`config.mk`:
```
export PLATFORM = sky130hd
export DESIGN_NAME = utf8_display_width_top
export DESIGN_NICKNAME = d
export VERILOG_FILES = /design/src/rtl/udw_pkg.sv /design/src/rtl/udw_step.sv /design/src/rtl/utf8_display_width_top.sv
export SDC_FILE = /design/constraint.sdc
export NUM_CORES = 1
export LEC_CHECK = 0
export ABC_AREA = 1
export BUFFER_PORTS_ARGS = -buffer_cell sky130_fd_sc_hd__buf_2
export CAP_MARGIN = 15
export CORE_UTILIZATION = 30
export CTS_CLUSTER_SIZE = 12
export DETAILED_ROUTE_END_ITERATION = 6
export PLACE_DENSITY_LB_ADDON = 0.3
export SYNTH_ARGS = -nofsm -noshare
export SYNTH_HDL_FRONTEND = slang
export SYNTH_SLANG_ARGS = --single-unit
```
`constraint.sdc`:
```
create_clock -name clk -period 6.4 [get_ports clk]
set_input_delay 0.64 -clock clk [delete_from_list [all_inputs] [get_ports clk]]
set_output_delay 0.64 -clock clk [all_outputs]
set_load 0.03 [all_outputs]
```
`src/rtl/udw_pkg.sv`:
```
// ----------------------------------------------------------------------------
// udw_pkg
// Types, constants and byte classification helpers for the UTF-8 display
// width block.
// ----------------------------------------------------------------------------
package udw_pkg;

  typedef struct packed {
    logic [7:0] data_byte;
    logic       end_of_string;
  } udw_in_t;

  typedef struct packed {
    logic [14:0] text_width;
    logic        saturated;
  } udw_out_t;

  typedef struct packed {
    logic [4:0] narrow_width;
    logic [4:0] wide_width;
    logic [4:0] tsheg_width;
  } udw_cfg_t;

  // Open sequence: bytes held (first byte lowest), count, lead class
  typedef struct packed {
    logic [23:0] held_bytes;
    logic [1:0]  held_count;
    logic [1:0]  lead_class;
  } udw_hold_t;

  typedef struct packed {
    udw_hold_t  hold;
    logic [6:0] add;
  } udw_step_t;

  localparam int unsigned CfgIdxW = 2;

  localparam logic [CfgIdxW-1:0] REG_NARROW = 2'd0;
  localparam logic [CfgIdxW-1:0] REG_WIDE   = 2'd1;
  localparam logic [CfgIdxW-1:0] REG_TSHEG  = 2'd2;

  localparam logic [1:0] LEAD_NONE  = 2'd0;
  localparam logic [1:0] LEAD_TWO   = 2'd1;
  localparam logic [1:0] LEAD_THREE = 2'd2;
  localparam logic [1:0] LEAD_FOUR  = 2'd3;

  localparam logic [7:0] BYTE_NEWLINE = 8'h0A;

  localparam logic [15:0] CP_TIB_LO    = 16'h0F00;
  localparam logic [15:0] CP_TIB_HI    = 16'h0FFF;
  localparam logic [15:0] CP_MARK1_LO  = 16'h0F71;
  localparam logic [15:0] CP_MARK1_HI  = 16'h0F84;
  localparam logic [15:0] CP_MARK2_LO  = 16'h0F90;
  localparam logic [15:0] CP_MARK2_HI  = 16'h0FBC;
  localparam logic [15:0] CP_TSHEG_LO  = 16'h0F0B;
  localparam logic [15:0] CP_TSHEG_HI  = 16'h0F0E;

  localparam logic [14:0] SUM_MAX = 15'h7FFF;

  function automatic logic [1:0] lead_need(input logic [7:0] b);
    logic [1:0] n;
    if ((b & 8'hE0) == 8'hC0) begin
      n = LEAD_TWO;
    end else if ((b & 8'hF0) == 8'hE0) begin
      n = LEAD_THREE;
    end else if ((b & 8'hF8) == 8'hF0) begin
      n = LEAD_FOUR;
    end else begin
      n = LEAD_NONE;
    end
    return n;
  endfunction

  function automatic logic [4:0] single_w(input logic [7:0] b, input udw_cfg_t cfg);
    return (b == BYTE_NEWLINE) ? 5'd0 : cfg.narrow_width;
  endfunction

  function automatic logic [4:0] seq_w(input logic [7:0] b0, input logic [7:0] b1,
                                       input logic [7:0] b2, input logic [1:0] need,
                                       input udw_cfg_t cfg);
    logic [15:0] cp;
    logic [4:0]  w;
    cp = {b0[3:0], b1[5:0], b2[5:0]};
    if (need != LEAD_THREE || cp < CP_TIB_LO || cp > CP_TIB_HI) begin
      w = cfg.wide_width;
    end else if ((cp >= CP_MARK1_LO && cp <= CP_MARK1_HI) ||
                 (cp >= CP_MARK2_LO && cp <= CP_MARK2_HI)) begin
      w = 5'd0;
    end else if (cp >= CP_TSHEG_LO && cp <= CP_TSHEG_HI) begin
      w = cfg.tsheg_width;
    end else begin
      w = cfg.narrow_width;
    end
    return w;
  endfunction

endpackage

```
`src/rtl/udw_step.sv`:
```
// ----------------------------------------------------------------------------
// udw_step
// Per-byte decode: sequence tracking, width of the byte, and flush of an
// open sequence on the final byte of a string.
// ----------------------------------------------------------------------------
module udw_step (
  input  udw_pkg::udw_in_t   word,
  input  udw_pkg::udw_hold_t hold,
  input  udw_pkg::udw_cfg_t  cfg,
  output udw_pkg::udw_step_t step
);

  udw_pkg::udw_hold_t hold_mid;
  logic [4:0]         add_byte;
  logic [6:0]         add_flush;
  logic [7:0]         t1;
  logic [7:0]         t2;
  logic [4:0]         w1;
  logic [4:0]         w2;
  logic               pair_12;

  always_comb begin
    hold_mid = hold;
    add_byte = 5'd0;
    if (hold.lead_class != udw_pkg::LEAD_NONE) begin
      if (hold.held_count >= hold.lead_class) begin
        add_byte = udw_pkg::seq_w(hold.held_bytes[7:0], hold.held_bytes[15:8],
                                  word.data_byte, hold.lead_class, cfg);
        hold_mid = '0;
      end else begin
        case (hold.held_count)
          2'd1:    hold_mid.held_bytes[15:8]  = word.data_byte;
          2'd2:    hold_mid.held_bytes[23:16] = word.data_byte;
          default: hold_mid.held_bytes[7:0]   = word.data_byte;
        endcase
        hold_mid.held_count = hold.held_count + 2'd1;
      end
    end else if (udw_pkg::lead_need(word.data_byte) == udw_pkg::LEAD_NONE) begin
      add_byte = udw_pkg::single_w(word.data_byte, cfg);
    end else begin
      hold_mid.held_bytes = {16'd0, word.data_byte};
      hold_mid.held_count = 2'd1;
      hold_mid.lead_class = udw_pkg::lead_need(word.data_byte);
    end
  end

  // Truncated tail: lead counts wide, held bytes reclassified
  always_comb begin
    t1      = hold_mid.held_bytes[15:8];
    t2      = hold_mid.held_bytes[23:16];
    pair_12 = (hold_mid.held_count == 2'd3) &&
              (udw_pkg::lead_need(t1) == udw_pkg::LEAD_TWO);
    w1      = 5'd0;
    w2      = 5'd0;
    if (hold_mid.held_count >= 2'd2) begin
      w1 = (udw_pkg::lead_need(t1) != udw_pkg::LEAD_NONE) ? cfg.wide_width
                                                           : udw_pkg::single_w(t1, cfg);
    end
    if (hold_mid.held_count == 2'd3 && !pair_12) begin
      w2 = (udw_pkg::lead_need(t2) != udw_pkg::LEAD_NONE) ? cfg.wide_width
                                                           : udw_pkg::single_w(t2, cfg);
    end
    add_flush = 7'({2'd0, cfg.wide_width}) + 7'({2'd0, w1}) + 7'({2'd0, w2});
  end

  always_comb begin
    step.hold = hold_mid;
    step.add  = {2'd0, add_byte};
    if (word.end_of_string) begin
      step.hold = '0;
      if (hold_mid.lead_class != udw_pkg::LEAD_NONE) begin
        step.add = add_flush;
      end
    end
  end

endmodule

```
`src/rtl/utf8_display_width_top.sv`:
```
// ----------------------------------------------------------------------------
// utf8_display_width_top
// Sums the pixel width of a UTF-8 string taken one byte per word.
// ----------------------------------------------------------------------------
// One byte is accepted every clock while in_ready is high. A string's width
// is registered when its final byte is accepted and held there until taken;
// in_ready drops only while that register is full and out_ready is low. Up
// to three bytes of a multibyte sequence are held; a string that ends inside
// a sequence is flushed in the same cycle as its final byte. The sum
// saturates at 32767 with saturated set. Width registers (narrow, wide,
// tsheg) are written through the cfg channel, which is always ready.
module utf8_display_width_top (
  input  logic                      clk,
  input  logic                      rst,
  input  logic                      in_valid,
  output logic                      in_ready,
  input  udw_pkg::udw_in_t          in_data,
  output logic                      out_valid,
  input  logic                      out_ready,
  output udw_pkg::udw_out_t         out_data,
  input  logic                      cfg_valid,
  output logic                      cfg_ready,
  input  logic [udw_pkg::CfgIdxW-1:0] cfg_index,
  input  logic [4:0]                cfg_data
);

  udw_pkg::udw_cfg_t  cfg;
  udw_pkg::udw_hold_t hold;
  udw_pkg::udw_step_t step;
  logic [14:0]        width_sum;
  logic               sum_clipped;
  logic [15:0]        sum_next;
  logic               over;
  logic               in_fire;

  assign cfg_ready = 1'b1;
  assign in_ready  = !out_valid || out_ready;
  assign in_fire   = in_valid && in_ready;

  udw_step u_step (
    .word (in_data),
    .hold (hold),
    .cfg  (cfg),
    .step (step)
  );

  assign sum_next = {1'b0, width_sum} + {9'd0, step.add};
  assign over     = sum_next[15];

  always_ff @(posedge clk) begin
    if (rst) begin
      cfg.narrow_width <= 5'd8;
      cfg.wide_width   <= 5'd16;
      cfg.tsheg_width  <= 5'd5;
    end else if (cfg_valid) begin
      unique case (cfg_index)
        udw_pkg::REG_NARROW: cfg.narrow_width <= cfg_data;
        udw_pkg::REG_WIDE:   cfg.wide_width   <= cfg_data;
        udw_pkg::REG_TSHEG:  cfg.tsheg_width  <= cfg_data;
        default: ;
      endcase
    end
  end

  always_ff @(posedge clk) begin
    if (rst) begin
      hold        <= '0;
      width_sum   <= '0;
      sum_clipped <= 1'b0;
      out_valid   <= 1'b0;
    end else begin
      if (in_fire && in_data.end_of_string) begin
        out_valid <= 1'b1;
      end else if (out_valid && out_ready) begin
        out_valid <= 1'b0;
      end
      if (in_fire) begin
        hold <= step.hold;
        if (in_data.end_of_string) begin
          width_sum   <= '0;
          sum_clipped <= 1'b0;
        end else begin
          width_sum   <= over ? udw_pkg::SUM_MAX : sum_next[14:0];
          sum_clipped <= sum_clipped | over;
        end
      end
    end
  end

  always_ff @(posedge clk) begin
    if (in_fire && in_data.end_of_string) begin
      out_data.text_width <= over ? udw_pkg::SUM_MAX : sum_next[14:0];
      out_data.saturated  <= sum_clipped | over;
    end
  end

endmodule

```
* Yosys cells after proc, flatten, opt, wreduce, memory -nomap -nowiden
Index checks and enable logic that the tools add are counted.
** Word-level totals
- Flip-flop bits (word level) :: 72
- Bits of input ports :: 21
- Output and inout port bits :: 19
- Logic and storage cells :: 113
** Cells by class
- Add/subtract/negate cells :: 4
- Order comparisons :: 10
- Equal/unequal tests :: 21
- Muxes and demuxes :: 39
- Bitwise gates (word level) :: 1
- Reductions and logical operators :: 26
** Operators by type and width (number)
- 2-to-1 mux 5 bit :: 13
- 2-to-1 mux 28 bit :: 2
- greater-or-equal comparator 16 x 12 -> 1 bit, second input constant :: 3
- less-or-equal comparator 16 x 12 -> 1 bit, second input constant :: 3
- 2-to-1 mux 35 bit :: 1
- 2-to-1 mux 15 bit :: 2
- 2-to-1 mux 2 bit :: 13
- 2-to-1 mux 26 bit :: 1
- equality test 8 x 4 -> 1 bit, second input constant :: 3
- 2-to-1 mux 8 bit :: 3
- adder 15 x 7 -> 16 bit :: 1
- greater-than comparator 16 x 12 -> 1 bit, second input constant :: 1
- less-than comparator 16 x 12 -> 1 bit, second input constant :: 1
- equality test 5 bit, second input constant :: 3
- equality test 4 bit, second input constant :: 3
- nonzero test 2 bit :: 5
- equality test 3 bit, second input constant :: 3
- logical AND 1 bit :: 8
- adder 7 x 5 -> 7 bit :: 1
- 2-to-1 mux 7 bit :: 1
- adder 5 x 5 -> 6 bit :: 1
- equality test 2 x 1 -> 1 bit, second input constant :: 3
- equality test 2 bit, second input constant :: 3
- AND reduction 2 bit :: 3
- other kinds (13) :: 20

* Logic depth before layout (Yosys ltp)
Gate-level depths: netlist of run 1.
- Word-level depth :: 26
- Gate-level depth with buffers :: 35
- Depth with buffers taken out :: 35

* Modules after synthesis
A second synthesis of run 1 with hierarchy kept.
** Second synthesis, totals
- Cells, all modules :: 839
- Area total of the unflattened synthesis :: 5585.4 µm²
** By module, submodules not included
- utf8_display_width_top :: times used 1, cells an instance 434, area an instance 3492.1 µm², sequential area each 1681.6 µm²
- udw_step :: times used 1, cells an instance 405, area an instance 2093.3 µm², sequential area each 0.0 µm²

* Least setup slack after synthesis of run 1
No wires, ideal clock.
- Kind :: reg-to-reg
- Start point :: reg, netlist name hold[2]
- End point :: reg width_sum[1]
- Setup time :: 0.070 ns
- Data arrival time :: 4.630 ns
- Required time :: 6.330 ns
- Setup slack :: 1.700 ns
- Cell stages (with the launch flop) :: 30
- Path buffers :: 1
- Clock period less this slack :: 4.700 ns
- Path through :: dfxtp_1 > inv_1 > ha_1 > o21ai_2 > nand2_1 > o21ai_1 > nand2_1 > nor2_4 > nand2_4 > a21oi_2 > ha_1 > inv_1 > fa_1 > xnor2_1 > ha_1 > a21oi_1 > nand2_1 > a21oi_1 > o21bai_1 > o21a_1 > ha_1 > nand2_1 > nor2_1 > nand3_1 > nand2_2 > nand3_2 > buf_6 > nand2_1 > nand2_1 > a21oi_1
** On the way
- Cells in the longest elaborated chain, start to end :: 19
- Elaborated cells between the ends (all ways) :: 50
- Classes of those cells :: add/sub (4); order compare (2); eq/ne (12); mux (26); reduce/logical (6)
** Ends and longest elaborated chain
- equality test 2 x 1 -> 1 bit :: line udw_step.sv:31 : case (hold.held_count)
- 2-to-1 mux 8 bit :: line udw_step.sv:31
- 2-to-1 mux 26 bit :: line udw_step.sv:26 : if (hold.held_count >= hold.lead_class) begin
- 2-to-1 mux 28 bit :: line udw_step.sv:25 : if (hold.lead_class != udw_pkg::LEAD_NONE) begin
- equality test 5 bit :: line udw_pkg.sv:66 : end else if ((b & 8'hF8) == 8'hF0) begin
- 2-to-1 mux 2 bit :: line udw_pkg.sv:66
- 2-to-1 mux 2 bit :: line udw_pkg.sv:64 : end else if ((b & 8'hF0) == 8'hE0) begin
- 2-to-1 mux 2 bit :: line udw_pkg.sv:62 : if ((b & 8'hE0) == 8'hC0) begin
- (+3 left out)
- 2-to-1 mux 5 bit / logical AND 1 bit (equally long branches) :: line udw_step.sv:55, udw_step.sv:59
- adder 5 x 5 -> 6 bit / 2-to-1 mux 5 bit (equally long branches) :: line udw_step.sv:63, udw_step.sv:59
- adder 7 x 5 -> 7 bit :: line udw_step.sv:63 : add_flush = 7'({2'd0, cfg.wide_width}) + 7'({2'd0, w1}) + 7'({2'd0, w2});
- 2-to-1 mux 7 bit :: line udw_step.sv:71 : if (hold_mid.lead_class != udw_pkg::LEAD_NONE) begin
- 2-to-1 mux 35 bit (*) :: line udw_step.sv:69 : if (word.end_of_string) begin
- adder 15 x 7 -> 16 bit (*) :: line utf8_display_width_top.sv:47 : assign sum_next = {1'b0, width_sum} + {9'd0, step.add};
- 2-to-1 mux 15 bit (*)
- 2-to-1 mux 15 bit (*) :: line utf8_display_width_top.sv:79 : if (in_data.end_of_string) begin
- end signal, assigned :: line utf8_display_width_top.sv:83 : width_sum <= over ? udw_pkg::SUM_MAX : sum_next[14:0];
- end, declared :: line utf8_display_width_top.sv:30 : logic [14:0] width_sum;
Every way passes the cells marked *; elsewhere a longest branch is shown, timed or not. The select of a mux whose other input is x is not followed.
A chain may end at the register's enable or synchronous reset.

* Worst setup path in the final report of run 1
- Start point :: reg, netlist name hold[2]
- End point :: reg width_sum[5]
** On the way
- Cells in the longest elaborated chain, start to end :: 19
- Elaborated cells between the ends (all ways) :: 50
- Classes of those cells :: add/sub (4); order compare (2); eq/ne (12); mux (26); reduce/logical (6)
** Ends and longest elaborated chain (line)
- equality test 2 x 1 -> 1 bit :: udw_step.sv:31
- 2-to-1 mux 8 bit :: udw_step.sv:31
- 2-to-1 mux 26 bit :: udw_step.sv:26
- 2-to-1 mux 28 bit :: udw_step.sv:25
- equality test 5 bit :: udw_pkg.sv:66
- 2-to-1 mux 2 bit :: udw_pkg.sv:66
- 2-to-1 mux 2 bit :: udw_pkg.sv:64
- 2-to-1 mux 2 bit :: udw_pkg.sv:62
- (+3 left out)
- 2-to-1 mux 5 bit / logical AND 1 bit (equally long branches) :: udw_step.sv:55, udw_step.sv:59
- adder 5 x 5 -> 6 bit / 2-to-1 mux 5 bit (equally long branches) :: udw_step.sv:63, udw_step.sv:59
- adder 7 x 5 -> 7 bit :: udw_step.sv:63
- 2-to-1 mux 7 bit :: udw_step.sv:71
- 2-to-1 mux 35 bit (*) :: udw_step.sv:69
- adder 15 x 7 -> 16 bit (*) :: utf8_display_width_top.sv:47
- 2-to-1 mux 15 bit (*)
- 2-to-1 mux 15 bit (*) :: utf8_display_width_top.sv:79
Marked as above.

==> results of run 1 <==
==> metal layers <==
metal | share of wire, % | up-vias
met5 | 0 | -
met4 | 1.5 | 0
met3 | 4.1 | 14
met2 | 45 | 81
met1 | 50 | 2173
li1 | - | 2570
==> final timing paths <==
check | start | end
worst max-delay path | hold[2] | width_sum[5]
worst min-delay path | hold[22] | hold[22]
worst max register to register | hold[2] | width_sum[5]
worst min register to register | hold[22] | hold[22]
==> cells by family (layout without fill, tap and decap cells) <==
group,Yosys count,count (layout),share of synthesized area [%]
flops,72,72,31.1
fa+ha+maj,24,24,6.26
compound gates,164,164,18.6
xor+xnor,6,6,1.02
simple gates,382,382,33.0
buf+inv,122,158,10.0
other cells,1,1,0.0727
==> power groups by stage <==
stage | Sequential (mW) | Combinational [mW] | Clock (mW)
3_5_place_dp | 0.497 | 0.147 | 0
5_1_grt | 0.488 | 0.165 | 0.555
4_1_cts | 0.487 | 0.147 | 0.536
3_3_place_gp | 0.497 | 0.146 | 0
2_1_floorplan | 0.507 | 0.0946 | 0
6_report | 0.487 | 0.146 | 0.522
==> Yosys cell counts (2+ instances only) <==
library cell	n
inv_2	7
ha_1	21
dfxtp_1	56
nand3_2	7
o21ai_1	10
nand4_1	9
nand3_1	46
xor2_1	4
nor2_1	56
o211ai_1	5
nor2_4	2
or2_2	2
edfxtp_1	16
xnor2_1	2
nand2_2	8
a21oi_1	78
o21ai_2	4
fa_1	3
clkbuf_1	12
buf_2	4
a21oi_2	10
nor2_2	9
o31ai_1	5
inv_1	91
nand3b_1	2
nand2_1	231
o21a_1	3
buf_6	5
o21ai_0	41
o21bai_1	2
nor3_1	3
o22ai_2	2
nand2_4	3
nand3_4	3
==> worst reg2reg max path: cells and delay by family (launching register included) <==
family | cells | cell delay (ns)
and+or+nand+nor | 12 | 1.89
buffers and inverters | 2 | 0.14
DFF | 1 | 0.36
AOI/OAI and AO/OA | 9 | 1.34
adders and majority gates | 5 | 1.56
xor gates and xnor gates | 1 | 0.14
==> layout make-up <==
type | count | area, µm²
Fill cell | 1867 | 10900
Multi-Input combinational cell | 577 | 3040
Sequential cell | 72 | 1600
Inverter | 99 | 373
Tap cell | 220 | 275
Timing Repair Buffer | 43 | 228
Clock buffer | 9 | 225
Clock inverter | 7 | 80.1
==> flip-flops by register name (all words and copies together) (netlist names) <==
| name | cells |
|---|---|
| cfg | 15 |
| sum_clipped | 1 |
| out_data | 16 |
| out_valid | 1 |
| width_sum | 15 |
| hold | 24 |
==> stage by stage <==
step	util (%)	setup slack (ns)	total power, mW	hold slack, ns
after floorplan	-	1.70	0.602	0.430
after global placement	33.0	0.815	0.643	0.453
after detailed placement	33.0	0.752	0.644	0.458
after CTS	34.9	0.864	1.17	0.467
after global routing	34.9	0.250	1.21	0.489
final	34.9	0.888	1.16	0.463
==> reports/qor.csv, run 1 <==
stage,metric,value,unit
finish,final std cells w/o fill,1027,
synth,Mapped Nets,816,
timing,Worst Tran Pin Value,0.754,ns
worst_setup_path,crit path DAT,5.79,ns
synth,synthesized area per cell,6.69,µm²
pwr,combinational power share,12.6,%
run,max-cap viol count,0,
timing,fmax,0.181,GHz
worst_setup_path,CP peak stage delay,0.39,ns
finish,post-route cell area,0.00582,mm²
worst_setup_path,worst setup path category,reg2reg,
pwr,Sw Ratio,28.3,%
timing,Sum Neg Setup Slack,0,ns
outcome,status,"complete, no violations",
timing,Slew Limit Fails,0,
clock_tree,CTS Buf Count,9,
global_route,met1 global-route usage,21.2,%
floorplan,core footprint,0.0167,mm²
floorplan,Rows,47,
pwr,Int Pwr,829,µW
synth,largest area contributor in the netlist,dfxtp_1,
clock_tree,clock root cell,clkbuf_16,
hold_path,worst min path class,reg2reg,
worst_setup_path,Worst setup EP type,flip-flop,
synth,Syn. warnings,0,
floorplan,full die area,0.0177,mm²
timing,fin crit share,86.1,%
finish,share of cells above drive strength 1,15.0,%
clock_tree,CTS resizes,0,
synth,dominant synthesized flop cell,dfxtp_1,
floorplan,Die Span Y,133,µm
global_route,M2 GR Usage,26.0,%
clock_tree,Max H-tree Level,3,
clock_tree,TritonCTS clock tree,done,
pwr,Max VDD drop,0.000130,V
worst_setup_path,Worst path slowest cell,fa_1,
synth,ys async rst share,0,%
clock_tree,clk slew on worst S/H paths,0.06,ns
worst_setup_path,Crit path depth,29,
synth,sequential-to-total area share from yosys stat,31.1,%
detailed_routing,WL/cell,13.0,µm
global_route,busiest layer in global routing,met2,
pwr,sequential share of power,42.2,%
detailed_routing,Post-Route WL,13.4,mm
clock_tree,Skew-Pair Late Insertion Delay,0.34,ns
synth,synthesized cell area,0.00516,mm²
worst_setup_path,CP bufs+invs,2,
detailed_routing,DR pass1 iterations,5,
placed_design,DP Cell Count,1011,
detailed_routing,Starting DRT DRC Count,296,
worst_setup_path,most frequent CP cell,nand2_1,
hold_path,Hold Path Cell Cnt,2,
floorplan,initial core utilization,30.9,%
synth,Yosys top cell area share,21.7,%
placed_design,HPWL Detailed,9.83,mm
synth,"EDFF count, synth",16,
synth,post-synthesis cell type count,43,
global_route,gr usage total,15.9,%
pwr,Clk pwr share,45.2,%
timing,Final Setup Violations,0,
detailed_routing,DRC viols,0,
finish,"commonest non-fill, non-tap cell in the layout",nand2_1,
global_route,initial antenna violation count,0,
timing,Tmin final,5.51,ns
clock_tree,clock tree buffer depth,2,
clock_tree,Hold Buf Count CTS,0,
placed_design,Post-DP Area,0.00552,mm²
detailed_routing,vias per inst,4.71,
timing,Slew headroom,49.7,%
detailed_routing,Post-DRT Antenna Nets,0,
global_route,grt met3 use,3.08,%
worst_setup_path,Worst EP required,6.68,ns
finish,ANT cells,0,
clock_tree,Setup Buffers After CTS,0,
pwr,P_sw,326,µW
clock_tree,Num Clock Sinks,72,
placed_design,IO buf count,38,
worst_setup_path,crit start category,flip-flop,
pwr,Power per Cell Area,198,mW/mm²
placed_design,gp weighted congestion,0.831,
finish,most frequent cells in the layout,"231 x nand2_1, 91 x inv_1, 78 x a21oi_1, 56 x dfxtp_1, 55 x nor2_1",
worst_setup_path,Worst path top cell family by delay,simple AND/OR/NAND/NOR gates,
synth,Syn Inst Count,771,
worst_setup_path,R2R Setup Slk,0.89,ns
timing,RSZ-0062 raised after global routing,no,
global_route,first-pass GRT wire length,22.5,mm
floorplan,IO Pins,40,
global_route,pin count of the biggest net entering global routing,39,
worst_setup_path,worst reg2reg path depth,29,
finish,Final nets,847,
finish,Layout area overhead,12.9,%
timing,Hold Fails Final Rpt,0,
worst_setup_path,crit-path max FO,15,
synth,Yosys reg bits,72,
detailed_routing,via count,4838,
timing,clk_skew,0.00428,ns
floorplan,Die Wd,133,µm
global_route,grt total ovfl,0,
synth,largest cells by area after synthesis,"dfxtp_1 22%, nand2_1 17%, edfxtp_1 9.3%, a21oi_1 7.6%, inv_1 6.6%",
global_route,vias in the first global route,4536,
pwr,Leak,2.50,nW
Power figures use the tool's default switching activity.
==> inputs of run 2 (changes only) <==
- CELL_PAD_IN_SITES_DETAIL_PLACEMENT: not set -> 1
- CELL_PAD_IN_SITES_GLOBAL_PLACEMENT: not set -> 1
==> run 2 against run 1 <==
  * Sequential share of layout area about the same
  * Sequential cell count unchanged
  * Combinational power up 3%
  * Clock skew up 0.0047 ns
  * Critical path type unchanged
  * Largest cell class unchanged
==> reports/qor.csv, run 2 (same netlist as run 1, synthesis figures left out) <==
stage,metric,value,unit,change
worst_setup_path,worst reg2reg path depth,33,,+14%
timing,Sum Neg Setup Slack,0,ns,unchanged
detailed_routing,Post-Route WL,15.2,mm,+14%
worst_setup_path,Worst path slowest cell,ha_1,,
finish,Largest Register,hold,,
finish,post-route cell area,0.00582,mm²,-0.11%
pwr,Leak,2.50,nW,-0.24%
outcome,status,"complete, no violations",,
detailed_routing,Starting DRT DRC Count,186,,-37%
finish,most frequent cells in the layout,"231 x nand2_1, 91 x inv_1, 78 x a21oi_1, 56 x dfxtp_1, 55 x nor2_1",,
hold_path,worst min path class,reg2reg,,
timing,Slew headroom,54.2,%,+4.6 points
hold_path,Hold Path Cell Cnt,2,,unchanged
timing,Worst Tran Pin Value,0.686,ns,-0.0682 ns
worst_setup_path,most frequent CP cell,nand2_1,,
clock_tree,CTS Buf Count,9,,unchanged
detailed_routing,vias per inst,4.79,,+1.7%
timing,Final Setup Violations,0,,unchanged
worst_setup_path,Worst setup EP type,flip-flop,,
worst_setup_path,Critical R2R Launch,hold[2],,
worst_setup_path,crit-path max FO,15,,unchanged
floorplan,Die Wd,133,µm,unchanged
worst_setup_path,crit start category,flip-flop,,
placed_design,Post-DP Area,0.00553,mm²,+0.14%
clock_tree,Hold Buf Count CTS,0,,unchanged
global_route,vias in the first global route,4873,,+7.4%
detailed_routing,via count,4925,,+1.8%
timing,clk_skew,0.00895,ns,+0.00467 ns
detailed_routing,DRC viols,0,,unchanged
timing,Hold Fails Final Rpt,0,,unchanged
clock_tree,clk slew on worst S/H paths,0.06,ns,about the same
floorplan,core footprint,0.0167,mm²,unchanged
worst_setup_path,R2R Setup Slk,0.84,ns,-0.05 ns
finish,"commonest non-fill, non-tap cell in the layout",nand2_1,,
placed_design,DP Cell Count,1012,,+0.099%
timing,fin crit share,86.9,%,+0.81 points
floorplan,initial core utilization,30.9,%,unchanged
clock_tree,clock tree buffer depth,2,,unchanged
floorplan,full die area,0.0177,mm²,unchanged
global_route,initial antenna violation count,0,,unchanged
pwr,Max VDD drop,0.000133,V,+2.3%
detailed_routing,WL/cell,14.8,µm,+14%
placed_design,gp weighted congestion,0.787,,-5.2%
clock_tree,TritonCTS clock tree,done,,
floorplan,Die Span Y,133,µm,unchanged
timing,Slew Limit Fails,0,,unchanged
detailed_routing,Post-DRT Antenna Nets,0,,unchanged
finish,Final nets,848,,+0.12%
worst_setup_path,endpoint of the worst-slack reg-to-reg timing path,width_sum[2],,
placed_design,IO buf count,38,,unchanged
timing,Tmin final,5.56,ns,+0.0521 ns
finish,ANT cells,0,,unchanged
pwr,Power per Cell Area,196,mW/mm²,-1.4%
placed_design,HPWL Detailed,11.5,mm,+17%
finish,Layout area overhead,12.8,%,
finish,Regs by FF count,"hold: 24 flops, out_data: 16 flops",,
global_route,pin count of the biggest net entering global routing,39,,unchanged
clock_tree,clock root cell,clkbuf_16,,
global_route,gr usage total,18.1,%,+2.2 points
timing,RSZ-0062 raised after global routing,no,,
global_route,first-pass GRT wire length,25.4,mm,+13%
floorplan,Rows,47,,unchanged
global_route,grt total ovfl,0,,unchanged
worst_setup_path,crit path DAT,5.84,ns,+0.05 ns
floorplan,IO Pins,40,,unchanged
finish,Largest register FFs,24,,unchanged
worst_setup_path,Worst EP required,6.68,ns,about the same
clock_tree,Max H-tree Level,3,,unchanged
detailed_routing,DR pass1 iterations,4,,-1
worst_setup_path,CP startpoint,hold[2],,
worst_setup_path,CP endpoint,width_sum[2],,
finish,share of cells above drive strength 1,14.7,%,-0.27 points
worst_setup_path,CP peak stage delay,0.39,ns,about the same
run,max-cap viol count,0,,unchanged
worst_setup_path,worst setup path category,reg2reg,,
clock_tree,Skew-Pair Late Insertion Delay,0.34,ns,about the same
finish,final std cells w/o fill,1028,,+0.097%
clock_tree,Num Clock Sinks,72,,unchanged
timing,fmax,0.180,GHz,-0.94%
run 2: cell count changes in the layout (fill, tap and decap cells not counted), sizes merged:
cell,delta
clkbuf,+3
inv,-2
clkinv,-1
buf,+1
run 2: cell type report:
type	count	area, µm²
multi-input cells	577	3050
fillers	2168	10900
inverters	99	373
flip-flops and latches	72	1600
well taps	220	275
clock buffers	12	236
repair buffers	44	235
clock inverters	4	47.5
run 2: timing repair:
item | in CTS | in global routing
gates resized for setup | 0 | 1
setup buffers | 0 | 0
setup endpoints to repair | 0 | 1
run 2: critical path: cells and delay by family (launching register included):
kind	cells	cell delay, ns
and+or+nand+nor	12	1.52
adders and majority gates	4	1.34
DFF	1	0.37
xor gates and xnor gates	1	0.13
AOI/OAI and AO/OA	12	1.73
buffers and inverters	4	0.41
run 2: worst min-delay path by stage:
stage | from | endpoint | slack (ns)
after global placement | hold[22] | hold[22] | 0.45
after floorplan | cfg[1] | cfg[1] | 0.43
after detailed placement | hold[26] | hold[26] | 0.46
after global routing | hold[22] | hold[22] | 0.48
final | hold[26] | hold[26] | 0.46
after CTS | hold[26] | hold[26] | 0.47
run 2: per-stage QoR:
step / hold slack (ns) / util (%) / worst slack [ns] / total power, mW
6_report: 0.464 / 34.8 / 0.836 / 1.14
5_1_grt: 0.482 / 34.8 / 0.153 / 1.19
4_1_cts: 0.467 / 34.8 / 0.592 / 1.15
3_5_place_dp: 0.458 / 33.1 / 0.528 / 0.649
3_3_place_gp: 0.455 / 33.1 / 0.703 / 0.647
2_1_floorplan: 0.430 / - / 1.70 / 0.602
run 2: routing by layer:
layer	GRT usage [%]	wire length (µm)
met1	23.9	7450
met2	31.0	7290
met3	3.61	401
met4	3.03	89
met5	0	0
run 2: power by group:
part / internal (mW) / switching, mW / total [mW]
clock: 0.301 / 0.199 / 0.500
sequential: 0.480 / 0.00780 / 0.488
combinational: 0.0428 / 0.108 / 0.151
total: 0.824 / 0.314 / 1.14
